==> config.mk <==
export PLATFORM = sky130hd
export DESIGN_NAME = ring_skip_elimination_flat
export DESIGN_NICKNAME = d
export VERILOG_FILES = /design/src/rtl/core/rse_pkg.sv /design/src/rtl/core/rse_req_if.sv /design/src/rtl/core/rse_rsp_if.sv /design/src/rtl/core/ring_skip_elimination.sv /design/src/flat_wrapper.sv
export SDC_FILE = /design/constraint.sdc
export NUM_CORES = 1
export LEC_CHECK = 0
export ABC_AREA = 1
export BUFFER_PORTS_ARGS = -buffer_cell sky130_fd_sc_hd__buf_2
export CORE_MARGIN = 2
export CORE_UTILIZATION = 56
export CTS_CLUSTER_DIAMETER = 150
export DETAILED_ROUTE_END_ITERATION = 6
export GPL_TIMING_DRIVEN = 0
export MAX_ROUTING_LAYER = met4
export PLACE_DENSITY_LB_ADDON = 0.08
export SYNTH_ARGS = -nofsm -noshare
export SYNTH_HDL_FRONTEND = slang
export SYNTH_SLANG_ARGS = --single-unit
==> constraint.sdc <==
create_clock -name clk -period 4.9 [get_ports clk]
set_input_delay 1.225 -clock clk [delete_from_list [all_inputs] [get_ports clk]]
set_output_delay 1.225 -clock clk [all_outputs]
set_load 0.005 [all_outputs]
==> src/rtl/core/rse_pkg.sv <==
// ----------------------------------------------------------------------------
// rse_pkg
// Shared types and codes for the ring skip elimination block: slot and count
// widths, link word layout, command kinds, result status codes, sequencer
// states.
// ----------------------------------------------------------------------------
package rse_pkg;

  localparam int RING_DEPTH = 16;
  localparam int SLOT_W     = (RING_DEPTH > 1) ? $clog2(RING_DEPTH) : 1;
  localparam int CNT_W      = $clog2(RING_DEPTH + 1);
  localparam int VALUE_W    = 32;
  localparam int SKIP_W     = 8;

  typedef logic signed [VALUE_W-1:0] value_t;
  typedef logic [SLOT_W-1:0]         slot_t;
  typedef logic [CNT_W-1:0]          cnt_t;
  typedef logic [SKIP_W-1:0]         skip_t;

  typedef struct packed {
    slot_t prev;
    slot_t next;
  } link_t;

  typedef enum logic [1:0] {
    KIND_APPEND = 2'd0,
    KIND_ELIM   = 2'd1,
    KIND_LIST   = 2'd2,
    KIND_NONE   = 2'd3
  } kind_t;

  typedef enum logic [1:0] {
    ST_OK    = 2'd0,
    ST_EMPTY = 2'd1,
    ST_FULL  = 2'd2,
    ST_LAST  = 2'd3
  } status_t;

  typedef enum logic [3:0] {
    S_IDLE,
    S_AP_ENTRY,
    S_AP_TAIL,
    S_AP_HEAD,
    S_EL_START,
    S_EL_WALK,
    S_EL_UNLINK_N,
    S_EL_UNLINK_P,
    S_LS_READ,
    S_LS_EMIT,
    S_EMIT
  } state_t;

endpackage

==> src/rtl/core/rse_req_if.sv <==
// ----------------------------------------------------------------------------
// rse_req_if
// Command channel of the ring block: kind, value to append, skip count.
// ----------------------------------------------------------------------------
interface rse_req_if;
  logic                      valid;
  logic                      ready;
  logic [1:0]                kind;
  logic signed [31:0]        value;
  logic [7:0]                skip;

  modport source (output valid, output kind, output value, output skip, input ready);
  modport sink   (input valid, input kind, input value, input skip, output ready);
endinterface

==> src/rtl/core/rse_rsp_if.sv <==
// ----------------------------------------------------------------------------
// rse_rsp_if
// Result channel of the ring block: value, status and end-of-command mark.
// ----------------------------------------------------------------------------
interface rse_rsp_if;
  logic                      valid;
  logic                      ready;
  logic signed [31:0]        result_value;
  logic [1:0]                status;
  logic                      last;

  modport source (output valid, output result_value, output status, output last,
                  input ready);
  modport sink   (input valid, input result_value, input status, input last,
                  output ready);
endinterface

==> src/rtl/core/ring_skip_elimination.sv <==
// ----------------------------------------------------------------------------
// ring_skip_elimination
// Circular doubly linked list of signed values in a fixed slot pool, with
// append, skip-and-eliminate and list commands. Values and links live in two
// synchronous memories walked by a small sequencer.
// ----------------------------------------------------------------------------
//  channel  dir  payload                        transfer when
//  req      in   kind, value, skip              req.valid && req.ready
//  rsp      out  result_value, status, last     rsp.valid && rsp.ready
//
//  one command at a time; req.ready is high only while the sequencer is idle
//  append: entry write, then tail and head links unless the ring was empty
//  eliminate: one link read per link walked; the only entry needs no unlink
//  list: per entry, one value and link read then one result
//  a full result register stalls only the step that loads it
//  reset clears head, tail, cursor, count and slot flags; memories need none
// ----------------------------------------------------------------------------
module ring_skip_elimination (
  input logic     clk,
  input logic     rst,
  rse_req_if.sink   req,
  rse_rsp_if.source rsp
);
  import rse_pkg::*;

  // memories
  value_t val_mem  [RING_DEPTH];
  link_t  link_mem [RING_DEPTH];
  value_t val_rdata;
  link_t  link_rdata;

  logic   val_we, val_re;
  slot_t  val_wa, val_ra;
  value_t val_wd;
  logic   link_we_next, link_we_prev, link_re;
  slot_t  link_wa, link_ra;
  link_t  link_wd;

  // control state
  state_t                state, state_next;
  logic [RING_DEPTH-1:0] in_use;
  slot_t                 head, tail, cursor;
  cnt_t                  count;
  slot_t                 cur, fs, prv, nxt;
  skip_t                 rem;
  cnt_t                  lrem;
  value_t                res_value;
  status_t               res_status;

  // output register
  logic    o_valid;
  value_t  o_value;
  status_t o_status;
  logic    o_last;
  logic    out_load, out_free;
  value_t  out_value_d;
  status_t out_status_d;
  logic    out_last_d;

  logic  acc;
  slot_t free_slot;
  logic  is_full, is_empty;

  assign acc      = req.valid && req.ready;
  assign out_free = !o_valid || rsp.ready;
  assign is_full  = (count == CNT_W'(RING_DEPTH));
  assign is_empty = (count == '0);

  // lowest free slot
  always_comb begin
    free_slot = '0;
    for (int i = RING_DEPTH - 1; i >= 0; i--) begin
      if (!in_use[i]) free_slot = SLOT_W'(i);
    end
  end

  always_ff @(posedge clk) begin
    if (val_we) val_mem[val_wa] <= val_wd;
    if (val_re) val_rdata <= val_mem[val_ra];
  end

  always_ff @(posedge clk) begin
    if (link_we_next) link_mem[link_wa].next <= link_wd.next;
    if (link_we_prev) link_mem[link_wa].prev <= link_wd.prev;
    if (link_re)      link_rdata <= link_mem[link_ra];
  end

  // next state
  always_comb begin
    state_next = state;
    case (state)
      S_IDLE: begin
        if (acc) begin
          case (req.kind)
            KIND_APPEND: state_next = is_full ? S_EMIT : S_AP_ENTRY;
            KIND_ELIM:   state_next = is_empty ? S_EMIT : S_EL_START;
            KIND_LIST:   state_next = is_empty ? S_EMIT : S_LS_READ;
            default:     state_next = S_IDLE;
          endcase
        end
      end
      S_AP_ENTRY:    state_next = is_empty ? S_EMIT : S_AP_TAIL;
      S_AP_TAIL:     state_next = S_AP_HEAD;
      S_AP_HEAD:     state_next = S_EMIT;
      S_EL_START:    state_next = S_EL_WALK;
      S_EL_WALK: begin
        if (rem == '0) state_next = (count == cnt_t'(1)) ? S_EMIT : S_EL_UNLINK_N;
      end
      S_EL_UNLINK_N: state_next = S_EL_UNLINK_P;
      S_EL_UNLINK_P: state_next = S_EMIT;
      S_LS_READ:     state_next = S_LS_EMIT;
      S_LS_EMIT: begin
        if (out_free) state_next = (lrem == cnt_t'(1)) ? S_IDLE : S_LS_READ;
      end
      S_EMIT: begin
        if (out_free) state_next = S_IDLE;
      end
      default:       state_next = S_IDLE;
    endcase
  end

  // memory controls and result loads
  always_comb begin
    val_we       = 1'b0;
    val_wa       = fs;
    val_wd       = res_value;
    val_re       = 1'b0;
    val_ra       = cur;
    link_we_next = 1'b0;
    link_we_prev = 1'b0;
    link_wa      = fs;
    link_wd      = '{prev: tail, next: head};
    link_re      = 1'b0;
    link_ra      = cur;
    out_load     = 1'b0;
    out_value_d  = res_value;
    out_status_d = res_status;
    out_last_d   = 1'b1;
    case (state)
      S_AP_ENTRY: begin
        val_we       = 1'b1;
        link_we_next = 1'b1;
        link_we_prev = 1'b1;
        if (is_empty) link_wd = '{prev: fs, next: fs};
      end
      S_AP_TAIL: begin
        link_we_next = 1'b1;
        link_wa      = tail;
        link_wd      = '{prev: fs, next: fs};
      end
      S_AP_HEAD: begin
        link_we_prev = 1'b1;
        link_wa      = head;
        link_wd      = '{prev: fs, next: fs};
      end
      S_EL_START: link_re = 1'b1;
      S_EL_WALK: begin
        if (rem != '0) begin
          link_re = 1'b1;
          link_ra = link_rdata.next;
        end
      end
      S_EL_UNLINK_N: begin
        link_we_next = 1'b1;
        link_wa      = prv;
        link_wd      = '{prev: prv, next: nxt};
        val_re       = 1'b1;
        val_ra       = nxt;
      end
      S_EL_UNLINK_P: begin
        link_we_prev = 1'b1;
        link_wa      = nxt;
        link_wd      = '{prev: prv, next: nxt};
      end
      S_LS_READ: begin
        val_re  = 1'b1;
        link_re = 1'b1;
      end
      S_LS_EMIT: begin
        out_load     = out_free;
        out_value_d  = val_rdata;
        out_status_d = ST_OK;
        out_last_d   = (lrem == cnt_t'(1));
      end
      S_EMIT:  out_load = out_free;
      default: ;
    endcase
  end

  always_ff @(posedge clk) begin
    if (rst) begin
      state  <= S_IDLE;
      in_use <= '0;
      head   <= '0;
      tail   <= '0;
      cursor <= '0;
      count  <= '0;
    end else begin
      state <= state_next;
      case (state)
        S_AP_ENTRY: begin
          if (is_empty) begin
            head       <= fs;
            tail       <= fs;
            cursor     <= fs;
            count      <= count + cnt_t'(1);
            in_use[fs] <= 1'b1;
          end
        end
        S_AP_HEAD: begin
          tail       <= fs;
          cursor     <= head;
          count      <= count + cnt_t'(1);
          in_use[fs] <= 1'b1;
        end
        S_EL_WALK: begin
          if (rem == '0 && count == cnt_t'(1)) begin
            in_use[cur] <= 1'b0;
            head        <= '0;
            tail        <= '0;
            cursor      <= '0;
            count       <= '0;
          end
        end
        S_EL_UNLINK_P: begin
          in_use[cur] <= 1'b0;
          if (cur == head) head <= nxt;
          if (cur == tail) tail <= prv;
          cursor <= nxt;
          count  <= count - cnt_t'(1);
        end
        default: ;
      endcase
    end
  end

  // datapath registers
  always_ff @(posedge clk) begin
    case (state)
      S_IDLE: begin
        fs         <= free_slot;
        cur        <= (req.kind == KIND_LIST) ? head : cursor;
        rem        <= req.skip;
        lrem       <= count;
        res_value  <= (req.kind == KIND_APPEND && !is_full) ? req.value : value_t'(0);
        if (req.kind == KIND_APPEND) begin
          res_status <= is_full ? ST_FULL : ST_OK;
        end else begin
          res_status <= is_empty ? ST_EMPTY : ST_OK;
        end
      end
      S_EL_WALK: begin
        if (rem != '0) begin
          // follow one link per cycle
          cur <= link_rdata.next;
          rem <= rem - skip_t'(1);
        end else begin
          prv <= link_rdata.prev;
          nxt <= link_rdata.next;
          if (count == cnt_t'(1)) begin
            res_value  <= '0;
            res_status <= ST_LAST;
          end
        end
      end
      S_EL_UNLINK_P: begin
        res_value  <= val_rdata;
        res_status <= ST_OK;
      end
      S_LS_EMIT: begin
        if (out_free) begin
          cur  <= link_rdata.next;
          lrem <= lrem - cnt_t'(1);
        end
      end
      default: ;
    endcase
  end

  // result register
  always_ff @(posedge clk) begin
    if (rst) begin
      o_valid <= 1'b0;
    end else if (out_load) begin
      o_valid <= 1'b1;
    end else if (rsp.ready) begin
      o_valid <= 1'b0;
    end
  end

  always_ff @(posedge clk) begin
    if (out_load) begin
      o_value  <= out_value_d;
      o_status <= out_status_d;
      o_last   <= out_last_d;
    end
  end

  assign req.ready        = (state == S_IDLE);
  assign rsp.valid        = o_valid;
  assign rsp.result_value = o_value;
  assign rsp.status       = o_status;
  assign rsp.last         = o_last;

  a_count_range: assert property (@(posedge clk) disable iff (rst)
    count <= CNT_W'(RING_DEPTH))
    else $error("entry count above ring depth");

  a_flags_match_count: assert property (@(posedge clk) disable iff (rst)
    $countones(in_use) == int'(count))
    else $error("slot flags disagree with entry count");

  a_list_nonzero: assert property (@(posedge clk) disable iff (rst)
    state == S_LS_EMIT |-> lrem != '0)
    else $error("list step with no entries left");

  a_load_when_free: assert property (@(posedge clk) disable iff (rst)
    out_load |-> (!o_valid || rsp.ready))
    else $error("result register overwritten before transfer");

endmodule

==> src/flat_wrapper.sv <==
// flat-port wrapper written by rule: the top's interface ports become plain ports
module ring_skip_elimination_flat import rse_pkg::*;
  (clk, rst, req_valid, req_kind, req_value, req_skip, req_ready, rsp_valid, rsp_result_value, rsp_status, rsp_last, rsp_ready);
  rse_req_if req_i ();
  rse_rsp_if rsp_i ();
  input logic clk;
  input logic rst;
  input wire logic [$bits(req_i.valid)-1:0] req_valid;
  input wire logic [$bits(req_i.kind)-1:0] req_kind;
  input wire logic [$bits(req_i.value)-1:0] req_value;
  input wire logic [$bits(req_i.skip)-1:0] req_skip;
  output wire logic [$bits(req_i.ready)-1:0] req_ready;
  output wire logic [$bits(rsp_i.valid)-1:0] rsp_valid;
  output wire logic [$bits(rsp_i.result_value)-1:0] rsp_result_value;
  output wire logic [$bits(rsp_i.status)-1:0] rsp_status;
  output wire logic [$bits(rsp_i.last)-1:0] rsp_last;
  input wire logic [$bits(rsp_i.ready)-1:0] rsp_ready;
  assign req_i.valid = req_valid;
  assign req_i.kind = req_kind;
  assign req_i.value = req_value;
  assign req_i.skip = req_skip;
  assign req_ready = req_i.ready;
  assign rsp_valid = rsp_i.valid;
  assign rsp_result_value = rsp_i.result_value;
  assign rsp_status = rsp_i.status;
  assign rsp_last = rsp_i.last;
  assign rsp_i.ready = rsp_ready;
  ring_skip_elimination u_core (.clk(clk), .rst(rst), .req(req_i), .rsp(rsp_i));
endmodule
==> metrics, run 1 <==
status=complete, no violations; worst endpoint data arrival time=4080 ps; proportion of synthesized chip area in sequential cells=0.710; clock tree buffer depth=3; VDD IR max=0.394 mV; number of setup buffers added after CTS=0; most common flop cell mapped by yosys=sky130_fd_sc_hd__edfxtp_1; Max Fclk=264 MHz; all-layer global routing usage=0.362; period utilization=0.773; PD cells=649 nW/um^2; total iterations of the first detailed-routing run=6; nature of the critical path endpoint=register; count of unique library cells instantiated by Yosys=39; setup repair after global routing missed its margin=no; reported leakage power=0.0136 uW; latest clock arrival within the worst-skew pair=640 ps; post-placement cell count=3745; Placed Area=36000 sq um; number of nets in the finished design=3100; area of the die=62600 sq um; depth of the CTS H-tree=3; wirelength, routed=110 mm; CTS Buf Count=82; synthesized area divided by synthesized cell count=11.9 sq um; source of the worst register-to-register timing path=u_core.state[1]$_SDFFE_PP0P_; Wirelength per Cell=28.3 um; die width=250 um; number of non-filler instances in the completed layout=3894; number of global-route vias before repair=23200; Final setup violation count=0; number of enable-type register cells in the synthesized netlist=778; PnR Total Power=25100 uW; worst setup timing slack at the placement stage=1270 ps; total DRC errors in the routed layout=0; via count=24600; starting density of the core=0.565; R2R setup slack=1110 ps; gr ovfl total=0; maximum clock skew at final layout=17.1 ps; clock transition at the registers of the reported paths=70 ps; R2R Path End=u_core.val_rdata[2]$_DFFE_PN_; flip-flop and latch count after synthesis=816; worst hold path type=reg -> reg; count of input and output buffers=82; max-capacitance violation count=0; number of buffers inserted for hold repair after clock tree synthesis=0; number of clock sinks=816; number of top-level pins=83; combined area of all synthesized cells=34000 sq um; most used cells in the layout excluding fill and tap cells=sky130_fd_sc_hd__edfxtp_1 (778), sky130_fd_sc_hd__nand2_1 (407), sky130_fd_sc_hd__o21ai_0 (373); final-report hold violation count=0; cell count after synthesis=2851; tightest slew margin relative to the limit=0.166; largest net degree at the start of global routing=25; global-route wire length before repair=157 mm; minimum clock period=3790 ps; type of the worst setup path=reg -> reg; CTS tree=done; vias per std cell=6.31; least setup slack across all paths after layout=1110 ps; half-perimeter wire length after placement=76.5 mm; antenna violations before repair=6; startpoint class of the critical path=register; most common library cell in the layout ignoring fill and taps=sky130_fd_sc_hd__edfxtp_1; core occupancy in the finished layout=0.642; standard-cell row count=90; Min-Delay Path Depth=0; layout-stage area growth over the synthesis result=13.8%; Yosys Warn Count=0; Synthesized Nets=2904; Core Box Area=60100 sq um; data required time of the critical path=5200 ps; async set-reset flop share out of synthesis=0; worst min-delay path startpoint=u_core.link_rdata[6]$_DFFE_PP_; Routed Antenna Nets=0; final instance area=38600 sq um; end of the worst hold path=u_core.prv[2]$_DFFE_PP_; post-CTS resize count=0; Final Max Tran Viols=0; chip height=250 um; CTS root buf=sky130_fd_sc_hd__clkbuf_16; initial detailed-routing violation count=3607; routability-driven placement congestion ratio=0.968; worst reg2reg path depth=9; CP max FO=10; Worst Tran Pin Value=1250 ps; share of final-layout standard cells stronger than drive strength 1=0.114
## cell usage after synthesis, drive strengths merged (29+ instances only)
cell type / count / area [sq um]
o21ai: 408 / 2060
buf: 56 / 297
inv: 204 / 766
nand2: 410 / 1540
clkbuf: 113 / 429
nor2: 255 / 988
a21oi: 94 / 474
edfxtp: 778 / 23400
dfxtp: 38 / 761
o22ai: 29 / 181
o21bai: 38 / 285
o211ai: 167 / 1250
nand3: 149 / 746
## area by class of cell
class                   count  area [sq um]
flip-flops and latches    816         24100
fillers                  4667         21500
multi-input cells        1659          8490
clock buffers              99          2140
well taps                 782           978
repair buffers            112           893
inverters                 207           778
plain buffers             169           726
clock inverters            46           487
diodes                      4          10.0
## report_power, final
part / switching (uW) / total (uW) / internal (uW)
Combinational: 6360 / 8400 / 2040
Clock: 2710 / 6210 / 3500
Sequential: 991 / 10500 / 9460
## stage by stage
stage / hold slack (ps) / setup TNS (ps)
finish: 450 / 0
global route: 465 / 0
CTS: 450 / 0
floorplan: 400 / 0
global placement: 432 / -451060
detailed placement: 405 / 0
## critical path, stage by stage, from the launching register on
cell                       delay (ps)
sky130_fd_sc_hd__dfxtp_1          430
sky130_fd_sc_hd__inv_2            100
sky130_fd_sc_hd__nor2_4           190
sky130_fd_sc_hd__nand2_2          130
sky130_fd_sc_hd__buf_6            170
sky130_fd_sc_hd__o21ai_1          900
sky130_fd_sc_hd__inv_1            440
sky130_fd_sc_hd__clkbuf_1         570
sky130_fd_sc_hd__nand3_1          240
sky130_fd_sc_hd__nand2_1          250
## routing by layer
layer	vias to the layer above	global-route usage	part of all wire	wire length, um
met4	0	0.140	0.039	4320
li1	10700	-	-	-
met5	-	-	0	0
met3	252	0.0746	0.12	13600
met1	12000	0.517	0.40	44400
met2	1644	0.515	0.43	47900
## worst max-delay path by stage
stage / slack [ps] / to / depth (start not counted) / from
detailed placement: 1270 / u_core.val_mem[15][24]$_DFFE_PP_ / 9 / u_core.state[0]$_SDFFE_PP0P_
CTS: 1240 / u_core.res_value[31]$_DFFE_PP_ / 7 / u_core.state[3]$_SDFFE_PP0P_
finish: 1110 / u_core.val_rdata[2]$_DFFE_PN_ / 9 / u_core.state[1]$_SDFFE_PP0P_
global route: 1050 / u_core.val_mem[15][11]$_DFFE_PP_ / 9 / u_core.state[0]$_SDFFE_PP0P_
global placement: -4130 / u_core.val_mem[12][29]$_DFFE_PP_ / 7 / u_core.state[0]$_SDFFE_PP0P_
floorplan: 170 / u_core.val_mem[14][0]$_DFFE_PP_ / 7 / u_core.state[0]$_SDFFE_PP0P_
## cells by family after synthesis
| group | share of synthesized area |
|---|---|
| simple gates | 0.107 |
| flops | 0.710 |
| compound gates | 0.132 |
| fa+ha+maj | 0.00258 |
| buf+inv | 0.0443 |
| xor+xnor | 0.00413 |
## registers in the layout (all words and copies together) (netlist names), 8 cells and up
| signal | flops |
|---|---|
| u_core.in_use | 16 |
| u_core.link_mem | 128 |
| u_core.link_rdata | 8 |
| u_core.rem | 8 |
| u_core.res_value | 32 |
| u_core.rsp.result_value | 32 |
| u_core.val_mem | 512 |
| u_core.val_rdata | 32 |
Note: power is estimated with default switching activity, not from simulation.
==> run 2, diff against run 1 <==
- clock period: 4.9 -> 3.31 ns (I/O delays scaled with it)
==> run 2 against run 1 <==
Against the previous run: the flow now finishes with violations (setup timing); largest power group unchanged; register-to-register slack got worse by 1100 ps; critical path depth up 1; count of clock-buffer cells in the layout decreased by 1; setup slack got worse by 1100 ps; power is 49% higher; cell area increased by 0.62%; via count increased by 0.63%; utilization up 0.40 points; die area stayed put; hold slack got worse by 15 ps; routed wire length increased by 0.12%; largest cell class unchanged; first-iteration DRC count grew 11%.
==> metrics, run 2 (same netlist as run 1, synthesis figures left out) <==
portion of total power attributed to sequential cells=0.415; routability-driven placement congestion ratio=0.997; Worst Tran Pin Value=1360 ps; CP max FO=10; Wirelength per Cell=28.2 um; Final setup violation count=1; die width=250 um; latest clock arrival within the worst-skew pair=660 ps; Core Box Area=60100 sq um; violations in the final reports=setup timing; source of the worst register-to-register timing path=u_core.state[1]$_SDFFE_PP0P_; antenna violations before repair=7; total of fill cells in the finished design=4650; layout-stage area growth over the synthesis result=14.5%; clock transition at the registers of the reported paths=60 ps; most used cells in the layout excluding fill and tap cells=sky130_fd_sc_hd__edfxtp_1 (778), sky130_fd_sc_hd__nand2_1 (407), sky130_fd_sc_hd__o21ai_0 (373); R2R setup slack=-1 ps; via count=24700; data required time of the critical path=3680 ps; worst reg2reg path depth=10; chip height=250 um; depth of the CTS H-tree=3; reported leakage power=0.0138 uW; worst min-delay path startpoint=u_core.link_rdata[7]$_DFFE_PP_; Max Fclk=302 MHz; number of top-level pins=83; Sw Pwr=15100 uW; wirelength, routed=110 mm; initial detailed-routing violation count=4009; number of buffer and inverter instances along the worst setup path=4; number of global-route vias before repair=23400; half-perimeter wire length after placement=75.2 mm; status=finished with violations; setup total negative slack=-1.25 ps; least setup slack across all paths after layout=-1.25 ps; gr ovfl total=0; slowest library cell on the worst path=sky130_fd_sc_hd__clkbuf_1; count of input and output buffers=82; end of the worst hold path=u_core.prv[3]$_DFFE_PP_; PD cells=962 nW/um^2; clock tree buffer depth=3; Routed Antenna Nets=0; Clk network pwr share=0.247; number of nets in the finished design=3116; biggest cell delay along the critical path=600 ps; Combinational Power Share=0.338; CTS Buf Count=82; share of final-layout standard cells stronger than drive strength 1=0.124; global-route wire length before repair=159 mm; max reg flops=512; total iterations of the first detailed-routing run=6; register bank with the most flops=u_core.val_mem; tightest slew margin relative to the limit=0.0855; standard-cell row count=90; maximum clock skew at final layout=24.0 ps; switching power as a share of total power=0.404; type of the worst setup path=reg -> reg; largest net degree at the start of global routing=34; Final Max Tran Viols=0; crit-path leading delay family=buffers and inverters; Min-Delay Path Depth=0; logic depth of the worst path, buffers included=10; period utilization=1.00; setup repair after global routing missed its margin=no; number of clock sinks=816; most common library cell in the layout ignoring fill and taps=sky130_fd_sc_hd__edfxtp_1; registers with the most flip-flops=u_core.val_mem x512, u_core.link_mem x128; CTS tree=done; worst hold path type=reg -> reg; final-report hold violation count=0; number of buffers inserted for hold repair after clock tree synthesis=0; all-layer global routing usage=0.364; CTS root buf=sky130_fd_sc_hd__clkbuf_16; max-capacitance violation count=0; cells along the critical path=inv_2, nor2_4, nand2_2, buf_6, o21ai_1, buf_2, clkbuf_1, o21ai_0, o211ai_1, nand2_1; startpoint class of the critical path=register; vias per std cell=6.32; internal portion of total power=22300 uW; VDD IR max=0.594 mV; minimum clock period=3310 ps; starting density of the core=0.565; worst endpoint data arrival time=3680 ps; Worst Hold Margin=435 ps; area of the die=62600 sq um; PnR Total Power=37400 uW; R2R Path End=u_core.val_rdata[14]$_DFFE_PN_; total DRC errors in the routed layout=0; nature of the critical path endpoint=register
[run 2: cell count changes in the layout (fill, tap and decap cells not counted), moves of 3 or more]
cell / change
sky130_fd_sc_hd__buf_6: +4
sky130_fd_sc_hd__clkbuf_2: +11
sky130_fd_sc_hd__buf_12: +5
sky130_fd_sc_hd__clkbuf_1: -12
sky130_fd_sc_hd__inv_6: +5
sky130_fd_sc_hd__buf_4: +6
sky130_fd_sc_hd__buf_8: +3
[run 2: worst max-delay path by stage]
stage                                        to                          from  slack, ps
2_1_floorplan   u_core.val_mem[12][0]$_DFFE_PP_  u_core.state[0]$_SDFFE_PP0P_        -90
3_3_place_gp   u_core.val_mem[14][22]$_DFFE_PP_  u_core.state[0]$_SDFFE_PP0P_      -2920
3_5_place_dp   u_core.val_mem[15][20]$_DFFE_PP_  u_core.state[0]$_SDFFE_PP0P_       -440
4_1_cts          u_core.val_rdata[27]$_DFFE_PN_  u_core.state[1]$_SDFFE_PP0P_         50
5_1_grt          u_core.val_rdata[11]$_DFFE_PN_  u_core.state[0]$_SDFFE_PP0P_          9
6_report         u_core.val_rdata[14]$_DFFE_PN_  u_core.state[1]$_SDFFE_PP0P_         -1
[run 2: cell type report]
class / count / area [sq um] / share of cell area
diodes: 6 / 15.0 / 0.000386
well taps: 782 / 978 / 0.0252
clock inverters: 48 / 515 / 0.0133
clock buffers: 98 / 2120 / 0.0546
plain buffers: 169 / 739 / 0.0190
flip-flops and latches: 816 / 24100 / 0.621
inverters: 207 / 778 / 0.0200
repair buffers: 128 / 1070 / 0.0276
multi-input cells: 1659 / 8520 / 0.219
[run 2: power groups by stage]
stage	sequential (uW)	clock, uW	combinational, uW
after floorplan	14900	0	6710
after global placement	15700	0	11600
after detailed placement	15700	0	12100
after CTS	15400	9270	12300
after global routing	15600	9640	13400
final	15500	9250	12600
[run 2: worst register-to-register path, delay by kind of cell (launching register included)]
kind	cells	cell delay, ps
AND/OR/NAND/NOR	3	440
flip-flops	1	400
AO/OA/AOI/OAI	3	900
buffers and inverters	4	1320
[run 2: through the flow]
step | setup slack, ps | cell area (sq um) | std cells | utilization
5_1_grt | 8.73 | 38900 | 3913 | 0.646
6_report | -1.25 | 38900 | 3913 | 0.646
2_1_floorplan | -87.3 | 34000 | 2851 | -
3_5_place_dp | -436 | 36000 | 3742 | 0.599
3_3_place_gp | -2920 | 35400 | 3715 | 0.588
4_1_cts | 52.1 | 38800 | 3902 | 0.645
[run 2: layer usage]
layer,track usage,part of all wire,up-vias
met2,0.527,0.44,1747
met3,0.0789,0.13,233
met1,0.517,0.40,12000
li1,-,-,10700
met4,0.123,0.034,0
met5,-,0,-
[run 2: repair_timing]
item,CTS,global route
endpoints found under the setup margin,395,161
gates resized for setup,6,14
pin swaps,9,3
cloned,0,0
setup buffers,14,5
